==> config.mk <==
export PLATFORM = sky130hd
export DESIGN_NAME = bpms_mul
export DESIGN_NICKNAME = d
export VERILOG_FILES = /design/src/rtl/bpms_pkg.sv /design/src/rtl/bpms_mul.sv
export SDC_FILE = /design/constraint.sdc
export NUM_CORES = 2
export LEC_CHECK = 0
export ABC_AREA = 1
export BUFFER_PORTS_ARGS = -buffer_cell sky130_fd_sc_hd__buf_2
export CELL_PAD_IN_SITES_DETAIL_PLACEMENT = 0
export CELL_PAD_IN_SITES_GLOBAL_PLACEMENT = 1
export CORE_MARGIN = 3
export CORE_UTILIZATION = 35
export DETAILED_ROUTE_END_ITERATION = 10
export PLACE_DENSITY = 0.67
export SYNTH_ARGS = -nofsm -noshare
export SYNTH_HDL_FRONTEND = slang
export SYNTH_SLANG_ARGS = --single-unit
==> constraint.sdc <==
create_clock -name clock -period 11.4 [get_ports clock]
set_input_delay 1.71 -clock clock [delete_from_list [all_inputs] [get_ports clock]]
set_output_delay 1.71 -clock clock [all_outputs]
set_load 0.01 [all_outputs]
==> src/rtl/bpms_pkg.sv <==
package bpms_pkg;

   // default grid shape
   localparam int DEF_X_SIZE    = 16;
   localparam int DEF_TBAR_SIZE = 4;

   // fixed field widths of the channel words
   localparam int FUNC_W      = 2;
   localparam int ROW_FIELD_W = 2;
   localparam int COL_FIELD_W = 4;
   localparam int COEF_W      = 32;
   localparam int ACC_W       = 64;

   // request function codes
   localparam logic [FUNC_W-1:0] FUNC_LOAD_L = 2'd0;
   localparam logic [FUNC_W-1:0] FUNC_LOAD_R = 2'd1;
   localparam logic [FUNC_W-1:0] FUNC_MUL    = 2'd2;
   localparam logic [FUNC_W-1:0] FUNC_CLEAR  = 2'd3;

   typedef struct packed {
      logic [FUNC_W-1:0]        func;
      logic [ROW_FIELD_W-1:0]   row;
      logic [COL_FIELD_W-1:0]   col;
      logic signed [COEF_W-1:0] coef;
      logic signed [COEF_W-1:0] scale;
   } bpms_req_type;

   typedef struct packed {
      logic [ROW_FIELD_W-1:0]   out_row;
      logic [COL_FIELD_W-1:0]   out_col;
      logic signed [COEF_W-1:0] product_coef;
      logic [COL_FIELD_W-1:0]   x_degree;
      logic [ROW_FIELD_W-1:0]   row_degree;
      logic                     overflow;
      logic                     last;
   } bpms_rsp_type;

   typedef enum logic [3:0] {
      ST_CLEAR,
      ST_IDLE,
      ST_SCAN_RD,
      ST_SCAN_EVAL,
      ST_CHECK,
      ST_OVF,
      ST_CONV_RD,
      ST_CONV_MUL,
      ST_CONV_ACC,
      ST_RED_RD,
      ST_RED_MUL,
      ST_RED_WR,
      ST_EMIT_RD,
      ST_EMIT_LD
   } bpms_state_type;

   typedef enum logic [1:0] {
      ACC_ZERO,
      ACC_SUM,
      ACC_RES
   } bpms_acc_sel_type;

   typedef enum logic {
      MUL_CONV,
      MUL_SCALE
   } bpms_mul_sel_type;

   typedef struct packed {
      logic             op_wr_l;
      logic             op_wr_r;
      logic             op_wr_zero;
      logic             op_rd;
      logic             acc_rd;
      logic             acc_wr;
      bpms_acc_sel_type acc_sel;
      bpms_mul_sel_type mul_sel;
      logic             scale_load;
      logic             rsp_load;
      logic             rsp_ovf;
      logic             rsp_last;
   } bpms_ctrl_type;

   typedef struct packed {
      logic left_nz;
      logic right_nz;
      logic res_nz;
      logic rsp_free;
   } bpms_stat_type;

endpackage

==> src/rtl/bpms_mul.sv <==
module bpms_mul
   import bpms_pkg::*;
(
   input  logic                     clock,
   input  logic signed [COEF_W-1:0] mul_a,
   input  logic signed [COEF_W-1:0] mul_b,
   output logic signed [ACC_W-1:0]  mul_prod
);

   logic signed [ACC_W-1:0] prod_in;
   logic signed [ACC_W-1:0] prod_ff;

   // exact signed product, registered
   assign prod_in = ACC_W'(mul_a) * ACC_W'(mul_b);

   always_ff @(posedge clock) begin
      prod_ff <= prod_in;
   end

   assign mul_prod = prod_ff;

endmodule

## Yosys cells after proc, flatten, opt, wreduce, memory -nomap -nowiden

Index checks and enable logic that the tools add are counted.

- Word-level logic and storage cells: 2
- Input bits: 65
- Output and inout port bits: 64
- Register bits: 64

- Multiply operators: 1

Operator list:

| kind | count |
|---|---|
| multiplier 32 x 32 -> 64 bit | 1 |

## Depth between registers and ports, before layout

- Word-level depth: 1
- Mapped depth: 31
- Mapped depth without buffers: 30

## Worst setup path after synthesis

No wires, ideal clock.

- Path kind: input port to flip-flop
- Start point: input port mul_a[31]
- End point: register prod_ff[56], in the netlist mul_prod[56]
- Stages on the path: 26
- Path buffers: 1
- Setup time: 0.114 ns
- Setup slack: 2.988 ns
- Data required time: 11.286 ns
- Data arrival time: 8.298 ns
- Cell sequence: clkbuf_1 nand2_1 inv_1 fa_1 inv_1 fa_1 inv_1 fa_1 fa_1 inv_1 fa_1 inv_1 fa_1 inv_1 fa_1 fa_1 inv_1 ha_1 a21o_1 nor2_1 nor2_1 or2_2 nor2_1 nand3_1 nand2_1 nand2_1

- Longest elaborated chain between the ends: 1

Ends and longest elaborated chain:

| item | line | text |
|---|---|---|
| start: declaration | bpms_mul.sv:5 | `input logic signed [COEF_W-1:0] mul_a,` |
| multiplier 32 x 32 -> 64 bit | bpms_mul.sv:14 | `assign prod_in = ACC_W'(mul_a) * ACC_W'(mul_b);` |
| named net prod_in[56] | bpms_mul.sv:10 | `logic signed [ACC_W-1:0] prod_in;` |
| end signal: assignment | bpms_mul.sv:17 | `prod_ff <= prod_in;` |
| end: declaration | bpms_mul.sv:11 | `logic signed [ACC_W-1:0] prod_ff;` |

The timed path passes the listed nets, and every way through them passes these cells.

## Worst setup path in the final report

- Start point: input port mul_a[31]
- End point: register prod_ff[57], in the netlist mul_prod[57]

Same word-level chain as after synthesis.

==> impl_metrics.env <==
export IMPL_status="complete, no violations"
export IMPL_cpMostUsedCell="fa_1"
export IMPL_drive_gt1_share_pct=3.97
export IMPL_yosysWarnings=0
export IMPL_cts_htree_levels=3
export IMPL_wl_met3_um=3820
export IMPL_dp_cells=6500
export IMPL_hpwlAfterDp_um=101000
export IMPL_fin_cells=6519
export IMPL_nets=6342
export IMPL_ys_seq_area_share_pct=3.21
export IMPL_drv_cap=0
export IMPL_cts_clk_slew_worst_paths_ns=0.06
export IMPL_crit_family="adder cells"
export IMPL_synth_seq_cells=64
export IMPL_max_freq_mhz=108
export IMPL_crit_type="input port to register"
export IMPL_fillCellCount=11935
export IMPL_cp_required_ns=11.64
export IMPL_area_delta_synth_final_pct=5.59
export IMPL_final_common_cell="inv_1"
export IMPL_rows=123
export IMPL_routed_wl_um=118000
export IMPL_drtPass1Iterations=5
export IMPL_syn_avg_cell_area_um2=7.90
export IMPL_die_x_um=343
export IMPL_cts_tree="built"
export IMPL_cp_slowest_cell="fa_1"
export IMPL_routed_top_layer="met4"
export IMPL_path_buf_inv=8
export IMPL_drt_initial_drc_count=1751
export IMPL_cp_max_fo=32
export IMPL_min_period_ns=9.27
export IMPL_ant_nets=0
export IMPL_maxSlewViolCount=0
export IMPL_syn_inst=5046
export IMPL_grtUsageTotal_pct=21.0
export IMPL_setup_viol=0
export IMPL_cp_end_kind="register"
export IMPL_place_area_um2=41800
export IMPL_slew_headroom_pct=28.2
export IMPL_port_buffers=128
export IMPL_start_util_pct=35.3
export IMPL_tightest_slew_ns=1.08
export IMPL_grt_max_degree=33
export IMPL_clkSinkCount=64
export IMPL_cts_resized=0
export IMPL_grt_pass1_vias=32856
export IMPL_drc=0
export IMPL_wl_met2_um=58800
export IMPL_mostFrequentLayoutCells="1,659 x inv_1, 1,444 x nand2_1, 1,082 x fa_1, 184 x ha_1, 139 x nor2_1"
export IMPL_finalCritPeriodShare_pct=81.3
export IMPL_tns_ns=0
export IMPL_grt_overflow=0
export IMPL_hold_buffers=0
export IMPL_grt_antenna_before_repair=6
export IMPL_post_cts_setup_buffers=0
export IMPL_grt_pass1_wl_um=191000
export IMPL_stdcell_area_um2=42100
export IMPL_hold_ws_ns=1.95
export IMPL_start_kind="input port"
export IMPL_wl_per_cell_um=18.2
export IMPL_critical_path_arrival_ns=9.52
export IMPL_dieArea_um2=118000
export IMPL_avgViaCountPerCell=4.58
export IMPL_largest_reg_flops=64
export IMPL_cts_made_buffers=9
export IMPL_ys_types=32
export IMPL_root_buffer="clkbuf_16"
export IMPL_synthesis_area_um2=39900
export IMPL_ios=129
export IMPL_routed_via_count=29839
export IMPL_dieHeight_um=343
export IMPL_hp_class="input port to register"
export IMPL_syn_num_nets=6377
export IMPL_core_um2=113000
export IMPL_hold_violations=0
export IMPL_rsz0062_at_grt="no"
export IMPL_cts_max_path_buffers=2
export IMPL_wl_met1_um=54200
export IMPL_cpPeakStageDelay_ns=0.84
export IMPL_gp_congestion=0.891
-- worst min-delay path: stages --
cell and delay, ns:
buf_2 0.10, buf_4 0.27, nand2_1 0.11, inv_1 0.04
-- metal layers --
| layer | vias up | GRT usage, % |
|---|---|---|
| met5 | - | 0 |
| met4 | 0 | 2.72 |
| met3 | 84 | 1.29 |
| met2 | 538 | 36.5 |
| met1 | 15533 | 29.8 |
| li1 | 13684 | - |
-- through the flow --
step	utilization [%]	setup WS, ns
global route	37.3	1.55
finish	37.3	2.13
floorplan	-	2.99
detailed placement	37.0	1.81
CTS	37.3	2.15
global placement	37.0	1.91
-- path summary, 6_finish.rpt --
| check | to | start | slack, ns | cells past startpoint |
|---|---|---|---|---|
| hold / removal | mul_prod[0] | mul_a[0] | 1.95 | 4 |
| setup / recovery | mul_prod[57] | mul_a[31] | 2.13 | 28 |
-- Yosys cell counts, drive strengths merged --
library cell / n / area (um^2)
xor2: 30 / 263
nor4: 5 / 37.5
nand2b: 1 / 6.26
nand2: 1452 / 5470
nor2: 152 / 613
nor3: 8 / 51.3
nand4: 20 / 125
and2: 2 / 12.5
inv: 1659 / 6230
o21a: 2 / 15.0
a21o: 2 / 15.0
or2: 9 / 56.3
ha: 184 / 2300
fa: 1082 / 21700
xnor2: 6 / 52.6
o21ai: 22 / 110
a21oi: 68 / 344
nand3: 76 / 415
clkbuf: 192 / 721
o21bai: 9 / 67.6
dfxtp: 64 / 1280
a21boi: 1 / 7.51
-- area by class of cell --
cell class                      instances  area [um^2]  share of cell area (%)
Antenna cell                            3         7.51                  0.0178
Clock buffer                           11          233                   0.553
Clock inverter                          5         56.3                   0.134
Multi-Input combinational cell       3131        31600                    75.2
Sequential cell                        64         1280                    3.04
Tap cell                             1500         1880                    4.46
Inverter                             1659         6230                    14.8
Timing Repair Buffer                  146          776                    1.84
-- cells by family after synthesis --
logic type / Yosys count / share of synthesized area [%]
xor+xnor: 36 / 0.791
simple gates: 1725 / 17.0
fa+ha+maj: 1266 / 60.1
flops: 64 / 3.21
compound gates: 104 / 1.40
buf+inv: 1851 / 17.4
Power is not shown: default switching activity piles up to over one toggle a cycle in this logic, so the estimate is an artifact.
