==> src/rtl/bpms_pkg.sv <==
package bpms_pkg;

   // default grid shape
   localparam int DEF_X_SIZE    = 16;
   localparam int DEF_TBAR_SIZE = 4;

   // fixed field widths of the channel words
   localparam int FUNC_W      = 2;
   localparam int ROW_FIELD_W = 2;
   localparam int COL_FIELD_W = 4;
   localparam int COEF_W      = 32;
   localparam int ACC_W       = 64;

   // request function codes
   localparam logic [FUNC_W-1:0] FUNC_LOAD_L = 2'd0;
   localparam logic [FUNC_W-1:0] FUNC_LOAD_R = 2'd1;
   localparam logic [FUNC_W-1:0] FUNC_MUL    = 2'd2;
   localparam logic [FUNC_W-1:0] FUNC_CLEAR  = 2'd3;

   typedef struct packed {
      logic [FUNC_W-1:0]        func;
      logic [ROW_FIELD_W-1:0]   row;
      logic [COL_FIELD_W-1:0]   col;
      logic signed [COEF_W-1:0] coef;
      logic signed [COEF_W-1:0] scale;
   } bpms_req_type;

   typedef struct packed {
      logic [ROW_FIELD_W-1:0]   out_row;
      logic [COL_FIELD_W-1:0]   out_col;
      logic signed [COEF_W-1:0] product_coef;
      logic [COL_FIELD_W-1:0]   x_degree;
      logic [ROW_FIELD_W-1:0]   row_degree;
      logic                     overflow;
      logic                     last;
   } bpms_rsp_type;

   typedef enum logic [3:0] {
      ST_CLEAR,
      ST_IDLE,
      ST_SCAN_RD,
      ST_SCAN_EVAL,
      ST_CHECK,
      ST_OVF,
      ST_CONV_RD,
      ST_CONV_MUL,
      ST_CONV_ACC,
      ST_RED_RD,
      ST_RED_MUL,
      ST_RED_WR,
      ST_EMIT_RD,
      ST_EMIT_LD
   } bpms_state_type;

   typedef enum logic [1:0] {
      ACC_ZERO,
      ACC_SUM,
      ACC_RES
   } bpms_acc_sel_type;

   typedef enum logic {
      MUL_CONV,
      MUL_SCALE
   } bpms_mul_sel_type;

   typedef struct packed {
      logic             op_wr_l;
      logic             op_wr_r;
      logic             op_wr_zero;
      logic             op_rd;
      logic             acc_rd;
      logic             acc_wr;
      bpms_acc_sel_type acc_sel;
      bpms_mul_sel_type mul_sel;
      logic             scale_load;
      logic             rsp_load;
      logic             rsp_ovf;
      logic             rsp_last;
   } bpms_ctrl_type;

   typedef struct packed {
      logic left_nz;
      logic right_nz;
      logic res_nz;
      logic rsp_free;
   } bpms_stat_type;

endpackage

==> src/rtl/bpms_seq.sv <==
module bpms_seq
   import bpms_pkg::*;
#(
   parameter int X_SIZE = DEF_X_SIZE,
   parameter int TBAR_SIZE = DEF_TBAR_SIZE,
   localparam int COL_W = $clog2(X_SIZE),
   localparam int ROW_W = (TBAR_SIZE > 1) ? $clog2(TBAR_SIZE) : 1,
   localparam int ADDR_W = $clog2(X_SIZE * TBAR_SIZE)
) (
   input  logic                   clock,
   input  logic                   reset,
   input  logic                   req_valid,
   input  logic [FUNC_W-1:0]      req_func,
   input  logic [ROW_FIELD_W-1:0] req_row,
   input  logic [COL_FIELD_W-1:0] req_col,
   output logic                   req_ready,
   input  bpms_stat_type          stat,
   output bpms_ctrl_type          ctrl,
   output logic [ADDR_W-1:0]      op_wr_addr,
   output logic [ADDR_W-1:0]      op_rd_addr_l,
   output logic [ADDR_W-1:0]      op_rd_addr_r,
   output logic [ADDR_W-1:0]      acc_addr,
   output logic [ROW_W-1:0]       rsp_row,
   output logic [COL_W-1:0]       rsp_col,
   output logic [COL_W-1:0]       rsp_x_deg,
   output logic [ROW_W-1:0]       rsp_t_deg
);

   localparam logic [ROW_W-1:0] ROW_LAST = ROW_W'(TBAR_SIZE - 1);
   localparam logic [COL_W-1:0] COL_LAST = COL_W'(X_SIZE - 1);

   bpms_state_type   state_ff, state_in;
   logic [ROW_W-1:0] r1_ff, r1_in, r2_ff, r2_in;
   logic [COL_W-1:0] m1_ff, m1_in, m2_ff, m2_in;
   logic [COL_W-1:0] ldx_ff, ldx_in, rdx_ff, rdx_in, pdx_ff, pdx_in;
   logic [ROW_W-1:0] ldt_ff, ldt_in, rdt_ff, rdt_in, pdt_ff, pdt_in;
   logic [ROW_W-1:0] walk_r;
   logic [COL_W-1:0] walk_m;
   logic             walk_end;
   logic             conv_end;
   logic             deg_ovf;
   logic             load_ok;

   function automatic logic [ADDR_W-1:0] addr_of(input logic [ROW_W-1:0] r,
                                                 input logic [COL_W-1:0] c);
      return ADDR_W'(int'(r) * X_SIZE + int'(c));
   endfunction

   assign walk_end = (r1_ff == ROW_LAST) && (m1_ff == COL_LAST);
   assign conv_end = (m2_ff == rdx_ff) && (r2_ff == rdt_ff) &&
                     (m1_ff == ldx_ff) && (r1_ff == ldt_ff);
   assign deg_ovf  = (int'(ldx_ff) + int'(rdx_ff) >= X_SIZE) ||
                     (int'(ldt_ff) + int'(rdt_ff) >= TBAR_SIZE);
   assign load_ok  = (int'(req_row) < TBAR_SIZE) && (int'(req_col) < X_SIZE);

   // row-major walk over the grid, wrapping to the origin at the end
   always_comb begin
      walk_r = r1_ff;
      walk_m = m1_ff;
      if (walk_end) begin
         walk_r = '0;
         walk_m = '0;
      end else if (m1_ff == COL_LAST) begin
         walk_r = r1_ff + 1'b1;
         walk_m = '0;
      end else begin
         walk_m = m1_ff + 1'b1;
      end
   end

   // next state
   always_comb begin
      state_in = state_ff;
      unique case (state_ff)
         ST_CLEAR:     if (walk_end) state_in = ST_IDLE;
         ST_IDLE: begin
            if (req_valid) begin
               if (req_func == FUNC_MUL) begin
                  state_in = ST_SCAN_RD;
               end else if (req_func == FUNC_CLEAR) begin
                  state_in = ST_CLEAR;
               end
            end
         end
         ST_SCAN_RD:   state_in = ST_SCAN_EVAL;
         ST_SCAN_EVAL: state_in = walk_end ? ST_CHECK : ST_SCAN_RD;
         ST_CHECK:     state_in = deg_ovf ? ST_OVF : ST_CONV_RD;
         ST_OVF:       if (stat.rsp_free) state_in = ST_IDLE;
         ST_CONV_RD:   state_in = ST_CONV_MUL;
         ST_CONV_MUL:  state_in = ST_CONV_ACC;
         ST_CONV_ACC:  state_in = conv_end ? ST_RED_RD : ST_CONV_RD;
         ST_RED_RD:    state_in = ST_RED_MUL;
         ST_RED_MUL:   state_in = ST_RED_WR;
         ST_RED_WR:    state_in = walk_end ? ST_EMIT_RD : ST_RED_RD;
         ST_EMIT_RD:   state_in = ST_EMIT_LD;
         ST_EMIT_LD: begin
            if (stat.rsp_free) state_in = walk_end ? ST_IDLE : ST_EMIT_RD;
         end
         default:      state_in = ST_CLEAR;
      endcase
   end

   // counters and degrees
   always_comb begin
      r1_in  = r1_ff;
      m1_in  = m1_ff;
      r2_in  = r2_ff;
      m2_in  = m2_ff;
      ldx_in = ldx_ff;
      ldt_in = ldt_ff;
      rdx_in = rdx_ff;
      rdt_in = rdt_ff;
      pdx_in = pdx_ff;
      pdt_in = pdt_ff;
      unique case (state_ff)
         ST_IDLE: begin
            r1_in  = '0;
            m1_in  = '0;
            r2_in  = '0;
            m2_in  = '0;
            ldx_in = '0;
            ldt_in = '0;
            rdx_in = '0;
            rdt_in = '0;
         end
         ST_CLEAR: begin
            r1_in = walk_r;
            m1_in = walk_m;
         end
         ST_SCAN_EVAL: begin
            r1_in = walk_r;
            m1_in = walk_m;
            if (stat.left_nz) begin
               ldt_in = r1_ff;
               if (m1_ff > ldx_ff) ldx_in = m1_ff;
            end
            if (stat.right_nz) begin
               rdt_in = r1_ff;
               if (m1_ff > rdx_ff) rdx_in = m1_ff;
            end
         end
         ST_CHECK: begin
            pdx_in = '0;
            pdt_in = '0;
         end
         ST_CONV_ACC: begin
            // nested walk: right column, right row, left column, left row
            if (m2_ff != rdx_ff) begin
               m2_in = m2_ff + 1'b1;
            end else begin
               m2_in = '0;
               if (r2_ff != rdt_ff) begin
                  r2_in = r2_ff + 1'b1;
               end else begin
                  r2_in = '0;
                  if (m1_ff != ldx_ff) begin
                     m1_in = m1_ff + 1'b1;
                  end else begin
                     m1_in = '0;
                     r1_in = (r1_ff != ldt_ff) ? r1_ff + 1'b1 : '0;
                  end
               end
            end
         end
         ST_RED_WR: begin
            r1_in = walk_r;
            m1_in = walk_m;
            if (stat.res_nz) begin
               pdt_in = r1_ff;
               if (m1_ff > pdx_ff) pdx_in = m1_ff;
            end
         end
         ST_EMIT_LD: begin
            if (stat.rsp_free) begin
               r1_in = walk_r;
               m1_in = walk_m;
            end
         end
         default: begin
         end
      endcase
   end

   // outputs
   always_comb begin
      ctrl         = '0;
      ctrl.acc_sel = ACC_ZERO;
      ctrl.mul_sel = MUL_CONV;
      op_wr_addr   = addr_of(r1_ff, m1_ff);
      op_rd_addr_l = addr_of(r1_ff, m1_ff);
      op_rd_addr_r = addr_of(r2_ff, m2_ff);
      acc_addr     = addr_of(r1_ff, m1_ff);
      req_ready    = 1'b0;
      unique case (state_ff)
         ST_CLEAR: begin
            ctrl.op_wr_l    = 1'b1;
            ctrl.op_wr_r    = 1'b1;
            ctrl.op_wr_zero = 1'b1;
         end
         ST_IDLE: begin
            req_ready  = 1'b1;
            op_wr_addr = ADDR_W'(int'(req_row) * X_SIZE + int'(req_col));
            if (req_valid) begin
               ctrl.op_wr_l    = (req_func == FUNC_LOAD_L) && load_ok;
               ctrl.op_wr_r    = (req_func == FUNC_LOAD_R) && load_ok;
               ctrl.scale_load = (req_func == FUNC_MUL);
            end
         end
         ST_SCAN_RD: begin
            // read both operands at the same place, clear the accumulator there
            ctrl.op_rd   = 1'b1;
            op_rd_addr_r = addr_of(r1_ff, m1_ff);
            ctrl.acc_wr  = 1'b1;
            ctrl.acc_sel = ACC_ZERO;
         end
         ST_OVF: begin
            ctrl.rsp_load = stat.rsp_free;
            ctrl.rsp_ovf  = 1'b1;
            ctrl.rsp_last = 1'b1;
         end
         ST_CONV_RD: begin
            ctrl.op_rd  = 1'b1;
            ctrl.acc_rd = 1'b1;
            acc_addr    = addr_of(ROW_W'(r1_ff + r2_ff), COL_W'(m1_ff + m2_ff));
         end
         ST_CONV_MUL: begin
            ctrl.mul_sel = MUL_CONV;
            acc_addr     = addr_of(ROW_W'(r1_ff + r2_ff), COL_W'(m1_ff + m2_ff));
         end
         ST_CONV_ACC: begin
            ctrl.acc_wr  = 1'b1;
            ctrl.acc_sel = ACC_SUM;
            acc_addr     = addr_of(ROW_W'(r1_ff + r2_ff), COL_W'(m1_ff + m2_ff));
         end
         ST_RED_RD:   ctrl.acc_rd = 1'b1;
         ST_RED_MUL:  ctrl.mul_sel = MUL_SCALE;
         ST_RED_WR: begin
            ctrl.acc_wr  = 1'b1;
            ctrl.acc_sel = ACC_RES;
         end
         ST_EMIT_RD:  ctrl.acc_rd = 1'b1;
         ST_EMIT_LD: begin
            ctrl.rsp_load = stat.rsp_free;
            ctrl.rsp_last = walk_end;
         end
         default: begin
         end
      endcase
   end

   always_ff @(posedge clock) begin
      if (reset) begin
         state_ff <= ST_CLEAR;
         r1_ff    <= '0;
         m1_ff    <= '0;
         r2_ff    <= '0;
         m2_ff    <= '0;
      end else begin
         state_ff <= state_in;
         r1_ff    <= r1_in;
         m1_ff    <= m1_in;
         r2_ff    <= r2_in;
         m2_ff    <= m2_in;
      end
   end

   always_ff @(posedge clock) begin
      ldx_ff <= ldx_in;
      ldt_ff <= ldt_in;
      rdx_ff <= rdx_in;
      rdt_ff <= rdt_in;
      pdx_ff <= pdx_in;
      pdt_ff <= pdt_in;
   end

   assign rsp_row   = r1_ff;
   assign rsp_col   = m1_ff;
   assign rsp_x_deg = pdx_ff;
   assign rsp_t_deg = pdt_ff;

endmodule

==> config.mk <==
export PLATFORM = sky130hd
export DESIGN_NAME = bpms_seq
export DESIGN_NICKNAME = d
export VERILOG_FILES = /design/src/rtl/bpms_pkg.sv /design/src/rtl/bpms_seq.sv
export SDC_FILE = /design/constraint.sdc
export NUM_CORES = 1
export LEC_CHECK = 0
export BUFFER_PORTS_ARGS = -buffer_cell sky130_fd_sc_hd__buf_4
export CORE_UTILIZATION = 43
export CTS_CLUSTER_DIAMETER = 120
export DETAILED_ROUTE_END_ITERATION = 12
export PLACE_DENSITY = 0.7
export SLEW_MARGIN = 30
export SYNTH_ARGS = -nofsm -noshare
export SYNTH_HDL_FRONTEND = slang
export SYNTH_SLANG_ARGS = --single-unit
==> constraint.sdc <==
create_clock -name clock -period 2.4 [get_ports clock]
set_clock_uncertainty 0.1 [all_clocks]
set_input_delay 0.12 -clock clock [delete_from_list [all_inputs] [get_ports clock]]
set_output_delay 0.12 -clock clock [all_outputs]
set_load 0.01 [all_outputs]
-- Word level (Yosys, flattened, before mapping)
Index checks and enable logic that the tools add are counted.
- bits in registers: 34
- latch bits: 0
- memory bits (writable): 0
- bits in read-only memories: 0
- input port bits: 15
- output and inout bits: 50
- logic and storage cells: 157
- memories: 0
- $add $sub $neg: 12
- multiply operators: 0
- divide/modulo/power cells: 0
- magnitude comparators: 5
- eq/ne operators: 40
- shift operators: 0
- muxes and demuxes: 63
- bitwise gates (word level): 0
- reduce and logical (&&, ||, !) cells: 26
- operators by type and width (kind ; number):
    4-bit two-way mux ; 21
    4-bit one-hot mux with 14 select lines ; 1
    4-bit one-hot mux with 2 select lines ; 4
    4-bit equality test (second input constant) ; 7
    2-bit two-way mux ; 14
    2-bit inequality test (second input constant) ; 13
    6-bit by 4-bit adder with 6-bit output ; 4
    2-bit one-hot mux with 2 select lines ; 5
    6-bit two-way mux ; 3
    4-bit by 3-bit equality test with 1-bit output (second input constant) ; 4
    4-bit one-hot mux with 4 select lines ; 1
    4-bit > comparator ; 3
    5-bit AND reduction ; 2
    1-bit two-way mux ; 9
    3-bit one-hot mux with 3 select lines ; 1
    3-bit AND reduction ; 3
    3-bit OR reduction ; 3
    4-bit by 1-bit adder with 4-bit output (second input constant) ; 2
    4-bit by 2-bit equality test with 1-bit output (second input constant) ; 2
    4-bit equality test ; 2
    4-bit inequality test ; 2
    2-bit one-hot mux with 4 select lines ; 1
    2-bit AND reduction ; 4
    2-bit equality test (second input constant) ; 3
    other kinds (22) ; 32

-- Longest topological paths before layout
Gate-level depths: netlist of the first run.
- word-level depth: 6
- depth in mapped cells: 9
- mapped depth without buffers: 7

-- Least setup slack after synthesis of the first run
Ideal clock, no wire load.
- path kind: register to register
- start point: reg state_ff[3]
- end point: reg r1_ff[1] (netlist: rsp_row[1])
- library setup time: 0.116 ns
- arrival: 1.818 ns
- data required time: 2.184 ns
- setup slack: 0.366 ns
- cell stages (with the launch flop): 7
- buffers on the path: 1
- clock period less this slack: 2.034 ns
- cell sequence: dfxtp_1 -> buf_6 -> nor4_1 -> o21ai_0 -> nand2_1 -> nor3_1 -> a41o_1
- word-level cells in the longest chain between the ends: 4
- elaborated cells on any way between the ends: 14
- those cells by class: eq/ne: 9; mux: 1; reduce/logical: 4
- RTL lines (item ; line ; text):
    from (decl) ; bpms_seq.sv:32 ; bpms_state_type state_ff, state_in;
    from (signal assigned) ; bpms_seq.sv:259 ; state_ff <= state_in;
    4-bit equality test, or another cell as far along ; bpms_seq.sv:115 ; unique case (state_ff)
    3-bit OR reduction (no source line) ; -- ;
    4-bit nonzero test (no source line) ; -- ;
    5-bit AND reduction (no source line) ; -- ;
    to (signal assigned) ; bpms_seq.sv:260 ; r1_ff <= r1_in;
    to (decl) ; bpms_seq.sv:33 ; logic [ROW_W-1:0] r1_ff, r1_in, r2_ff, r2_in;
Parallel ways exist; a longest one is shown, timed or not.
A chain may end at the register's enable or synchronous reset.

==> results by group, run 1 <==
Run status
  – Outcome: finished clean

Route
  – Vias/cell: 5.70
  – ANT nets after route: 0
  – Number of remaining DRC errors: 0
  – DRT Wirelength: 8040 um
  – Vias: 2766
  – Initial DRC Count: 185
  – Drt wl/cell: 16.6 um
  – Drt first pass iters: 4

Timing
  – WHS: 24.2 ps
  – Final Cycle Share: 92.2%
  – Fmax: 0.452 GHz
  – Setup TNS: 0 ps
  – Hold Fails Final Rpt: 0
  – Unrepaired setup endpoints after global routing: no
  – Final setup fails: 0
  – Crit path time final: 2210 ps
  – Pins Over Slew Limit: 0
  – Slew margin rel.: 66.5%
  – Worst-Margin Slew: 498 ps

Worst setup path
  – Critical path class: reg2out
  – CP endpoint kind: primary output
  – Required time of the critical path: 2180 ps
  – CP max FO: 14
  – Startpoint Class: register
  – Worst reg-to-reg path cell count: 6
  – WP data arrival: 1990 ps

Place
  – Post-DP HPWL: 6190 um
  – GPL Wtd Cong: 0.892
  – Cell Area, Placed: 0.00346 sq mm
  – Port buffer count: 64
  – Cells after DPL: 477

Power and ir drop
  – Internal: 880 uW
  – Clock Power Share: 34.9%
  – Share of total power in sequential cells: 52.8%
  – Psw: 285 uW
  – PwrDens: 328 mW/mm^2
  – Pleak: 1.61 nW
  – Peak supply drop: 0.000291 V
  – Gate power share: 12.3%
  – Sw Share: 24.5%

Floorplan
  – Die ar.: 0.00697 sq mm
  – Die W: 83.5 um
  – # IOs: 65
  – Die Y: 83.5 um
  – Starting Density: 44.7%
  – Row count: 29
  – Core region area: 0.00639 sq mm

Global route
  – GRT Overall Usage: 23.7%
  – GR Overflow Total: 0
  – Pin count of the biggest net entering global routing: 22
  – First-pass GRT wire length: 13200 um
  – Vias in the first global route: 2622
  – Initial antenna violation count: 0

Clock network
  – Latest clock arrival within the worst-skew pair: 290 ps
  – TritonCTS clock tree: built
  – CTS Buf Count: 5
  – Post-CTS Hold Buffers: 0
  – Sink Count: 34
  – Clk buf depth: 2
  – CTS root buf: clkbuf_8
  – Worst-path clk slew: 70 ps
  – H-tree depth: 2
  – Setup Fix Bufs, Post-CTS: 0

Logic synthesis
  – Warnings from Yosys: 0
  – Post-synth EDFFs: 18
  – Seq/Total Area, Yosys: 30.1%
  – Synth Area per Inst: 8.45 sq um
  – Syn Nets: 377
  – Cell area after synthesis: 0.00286 sq mm
  – Number of synthesized register bits: 34
  – Ys flop type: edfxtp_1
  – Synth async-reset ratio: 0%
  – Distinct cell type count after synthesis: 59
  – Mapped Cells: 338

Hold path
  – Hold Path Depth: 2
  – HP Class: in2reg

Finish
  – Final core occ: 55.6%
  – Sequential cell area: 861 sq um
  – Post-route cell area: 0.00355 sq mm
  – Layout area overhead: 24.2%
  – Non-Filler Instances: 485
  – Final nets: 446
  – Ant diodes: 0
  – Commonest cells after routing, fill and taps aside: buf_4, nand2_1, ha_1, nor3_1
  – Share of cells above drive strength 1: 27.5%
  – Leading cell type in the layout, fill and taps excluded: buf_4
  – Area of the multi-input gates: 0.00176 sq mm
  – Fillers: 603

Flow run
  – Max cap viols: 0
==> synth_stat cells, types with 7 or more instances <==
cell | n | area share, %
nor3_1 | 19 | 3.3
inv_1 | 16 | 2.1
nor2b_1 | 8 | 1.8
and3_1 | 7 | 1.5
nand2_1 | 46 | 6.0
xnor2_1 | 8 | 2.5
dfxtp_1 | 16 | 11
mux2_2 | 7 | 2.8
nand4_1 | 8 | 1.8
nor2_1 | 14 | 1.8
o21ai_0 | 15 | 2.6
ha_1 | 23 | 10
edfxtp_1 | 18 | 19
a21oi_1 | 18 | 3.2
clkbuf_1 | 13 | 1.7
xor2_1 | 7 | 2.1
==> cell type report <==
cell class,instances,area share (%)
multi-input combinational,258,49.6
clock inverter,2,0.247
inverter,19,2.29
sequential,34,24.3
tap,77,2.72
timing repair buffer,89,18.8
clock buffer,6,2.05
==> repair_timing <==
item                                    CTS  global route
gates resized for setup                   1             1
gates cloned                              0             0
endpoints found under the setup margin    1             1
==> flip-flops by register name, indices dropped and copies added, names as in the netlist <==
register   count
ldx_ff         4
rsp_t_deg      2
state_ff       4
m2_ff          4
rsp_x_deg      4
r2_ff          2
rsp_col        4
ldt_ff         2
rsp_row        2
rdx_ff         4
rdt_ff         2
==> final timing paths <==
check,start,endpoint,slack [ps]
setup / recovery,state_ff[1]$_SDFFE_PP0P_,ctrl[12],190
hold / removal,reset,r2_ff[1]$_SDFFE_PP0P_,20
setup reg to reg,state_ff[3]$_SDFFE_PP0P_,rsp_row[1]$_SDFFE_PP0P_,230
hold reg to reg,r2_ff[1]$_SDFFE_PP0P_,r2_ff[1]$_SDFFE_PP0P_,470
==> per-stage QoR <==
stage               power, mW  worst slack [ps]
CTS                      1.17              82.8
global placement        0.768               322
finish                   1.16               187
global route             1.21              21.9
detailed placement      0.771               246
floorplan               0.696               366
==> power by group through the flow <==
stage,logic [mW],registers [mW],clock network [mW]
floorplan,0.0624,0.634,0
global placement,0.140,0.628,0
detailed placement,0.143,0.628,0
CTS,0.143,0.615,0.410
global route,0.158,0.616,0.442
finish,0.143,0.615,0.407
==> logic make-up after synthesis <==
| family | after synthesis | share of synthesized area (%) |
|---|---|---|
| muxes | 11 | 4.16 |
| buffers and inverters | 46 | 8.54 |
| xor gates and xnor gates | 15 | 4.60 |
| adders and majority gates | 24 | 10.8 |
| AOI/OAI and AO/OA | 72 | 17.0 |
| and+or+nand+nor | 136 | 24.8 |
| DFF | 34 | 30.1 |
==> per-layer routing <==
layer / share of wire [%] / routed length, um / vias to the layer above / global-route usage [%]
met3: 7.6 / 610 / 10 / 2.97
li1: - / - / 1355 / -
met4: 1.4 / 116 / 0 / 7.55
met1: 44 / 3510 / 1290 / 33.3
met2: 47 / 3800 / 111 / 38.0
met5: 0 / 0 / - / 0
==> critical path, cell delays in order, from the launching register on <==
cell and delay [ps]:
dfxtp_1 580, buf_4 230, or3_1 180, clkinv_4 150
nand2_1 110, nor3_1 40, or2_2 260, buf_4 140
Power figures use the tool's default switching activity.
==> run 2, diff against run 1 <==
--- a/config.mk
+++ b/config.mk
@@ -6,6 +6,7 @@
 export NUM_CORES = 1
 export LEC_CHECK = 0
 export BUFFER_PORTS_ARGS = -buffer_cell sky130_fd_sc_hd__buf_4
+export CORE_MARGIN = 3
 export CORE_UTILIZATION = 43
 export CTS_CLUSTER_DIAMETER = 120
 export DETAILED_ROUTE_END_ITERATION = 12
@@ -14,3 +15,4 @@
 export SYNTH_ARGS = -nofsm -noshare
 export SYNTH_HDL_FRONTEND = slang
 export SYNTH_SLANG_ARGS = --single-unit
+export TNS_END_PERCENT = 20
==> run 2 against run 1 <==
  * Global-route usage fell by 1.8 points
  * Routed wire length rose by 1.3%
  * Cell area is 0.71% higher
  * Die area grew 9.8%
  * Utilization rose by 0.39 points
  * Sequential cell count unchanged
  * Setup slack lost 49 ps
  * Via count down 0.51%
==> results by group, run 2 (synthesis results as in run 1) <==
Route
  – ANT nets after route: 0 (unchanged)
  – Initial DRC Count: 158 (-15%)
  – Vias/cell: 5.67 (-0.51%)
  – Vias: 2752 (-0.51%)
  – Drt first pass iters: 4 (unchanged)
  – Drt wl/cell: 16.8 um (+1.3%)
  – DRT Wirelength: 8150 um (+1.3%)
  – Number of remaining DRC errors: 0 (unchanged)

Timing
  – Worst-Margin Slew: 628 ps (+130 ps)
  – Slew margin rel.: 57.7% (-8.8 points)
  – Hold Fails Final Rpt: 0 (unchanged)
  – Setup ws final: 138 ps (-48.6 ps)
  – Final setup fails: 0 (unchanged)
  – Setup TNS: 0 ps (unchanged)
  – Pins Over Slew Limit: 0 (unchanged)
  – Fmax: 0.442 GHz (-2.1%)
  – Final Cycle Share: 94.2% (+2.0 points)
  – Crit path time final: 2260 ps (+48.6 ps)

Finish
  – Layout area overhead: 25.1%
  – Fillers: 617 (+2.3%)
  – Ant diodes: 0 (unchanged)
  – Final nets: 446 (unchanged)
  – Share of cells above drive strength 1: 27.7% (+0.25 points)
  – Non-Filler Instances: 485 (unchanged)
  – Sequential cell area: 862 sq um (+0.15%)
  – Leading cell type in the layout, fill and taps excluded: buf_4
  – Area of the multi-input gates: 0.00176 sq mm (-0.28%)
  – Post-route cell area: 0.00357 sq mm (+0.71%)
  – Commonest cells after routing, fill and taps aside: buf_4, nand2_1, ha_1, nor3_1

Global route
  – GRT busiest layer: met2
  – GRT Overall Usage: 21.9% (-1.8 points)
  – Met2 Use GR: 36.0% (-2.0 points)
  – Pin count of the biggest net entering global routing: 27 (+23%)
  – Vias in the first global route: 2601 (-0.80%)
  – Initial antenna violation count: 0 (unchanged)
  – First-pass GRT wire length: 13000 um (-0.79%)
  – Met1 usage: 28.8% (-4.5 points)
  – Met3 usage: 4.64% (+1.7 points)
  – GR Overflow Total: 0 (unchanged)

Clock network
  – Worst-path clk slew: 70 ps (about the same)
  – Clk buf depth: 2 (unchanged)
  – Sink Count: 34 (unchanged)
  – TritonCTS clock tree: built
  – CTS root buf: clkbuf_8
  – Latest clock arrival within the worst-skew pair: 290 ps (about the same)
  – H-tree depth: 2 (unchanged)
  – CTS Buf Count: 5 (unchanged)

Floorplan
  – Die W: 87.5 um (+4.8%)
  – Die Y: 87.5 um (+4.8%)
  – Die ar.: 0.00766 sq mm (+9.8%)
  – Starting Density: 44.7% (unchanged)
  – Core region area: 0.00639 sq mm (unchanged)
  – Row count: 29 (unchanged)
  – # IOs: 65 (unchanged)

Power and ir drop
  – Design Power: 1.28 mW (+9.9%)
  – Clock Power Share: 40.9% (+6.0 points)
  – PwrDens: 358 mW/mm^2 (+9.1%)
  – Peak supply drop: 0.000277 V (-4.7%)
  – Share of total power in sequential cells: 48.1% (-4.7 points)
  – Psw: 289 uW (+1.4%)
  – Sw Share: 22.6% (-1.9 points)
  – Gate power share: 11.0% (-1.3 points)
  – Pleak: 1.61 nW (+0.28%)
  – Internal: 991 uW (+13%)

Worst setup path
  – Critical path class: reg2out
  – WP data arrival: 2040 ps (+50 ps)
  – CP max FO: 8 (-6)
  – Startpoint Class: register
  – CP endpoint kind: primary output
  – Required time of the critical path: 2180 ps (about the same)

Place
  – Cell Area, Placed: 0.00344 sq mm (-0.43%)
  – Port buffer count: 64 (unchanged)
  – Pre-CTS WS: 180 ps (-65.6 ps)
  – Cells after DPL: 475 (-0.42%)
  – Post-DP HPWL: 6360 um (+2.7%)
  – GPL Wtd Cong: 0.892 (about the same)

Run status
  – Outcome: finished clean

Hold path
  – HP Class: in2reg

Flow run
  – Max cap viols: 0 (unchanged)
[run 2: metal layers]
layer,vias up,routed length (um),share of wire (%)
met5,-,0,0
met4,0,92,1.1
met3,8,668,8.2
met2,100,4060,50
met1,1291,3330,41
li1,1353,-,-
[run 2: what timing repair did]
action                                  4_1_cts  5_1_grt
endpoints found under the setup margin        2       17
gates resized for setup                       1        2
setup buffers                                 0        2
hold buffers                                  0        0
[run 2: worst max-delay path: stages, from the launching register on]
cell and delay (ps):
dfxtp_1 450, inv_2 50, or3_1 550, o21ai_2 190, mux2_2 370, buf_4 140
[run 2: area by class of cell]
cell class,instances,share of cell area (%)
Inverter,19,2.38
Clock inverter,1,0.840
Clock buffer,7,2.14
Tap cell,77,2.70
Timing Repair Buffer,89,18.7
Multi-Input combinational cell,258,49.1
Sequential cell,34,24.1
[run 2: stage by stage]
step                hold WS [ps]  util (%)
floorplan                    191         -
global placement             333      53.9
detailed placement           326      53.9
CTS                         18.6      55.6
global route                20.3      56.0
finish                      19.0      56.0
[run 2: path summary, 6_finish.rpt]
path	endpoint	slack, ps	cells past startpoint	start
worst min-delay path	rsp_col[0]$_SDFFE_PP0P_	20	2	reset
worst max register to register	rsp_col[3]$_SDFFE_PP0P_	140	7	rsp_col[0]$_SDFFE_PP0P_
worst max-delay path	acc_addr[4]	140	5	state_ff[3]$_SDFFE_PP0P_
worst min register to register	rsp_col[0]$_SDFFE_PP0P_	450	2	rsp_col[0]$_SDFFE_PP0P_
[run 2: power groups by stage]
| stage | Combinational, mW | Sequential (mW) | Clock, mW |
|---|---|---|---|
| floorplan | 0.0624 | 0.634 | 0 |
| global placement | 0.136 | 0.627 | 0 |
| detailed placement | 0.137 | 0.627 | 0 |
| CTS | 0.138 | 0.614 | 0.523 |
| global route | 0.157 | 0.616 | 0.545 |
| finish | 0.141 | 0.615 | 0.524 |
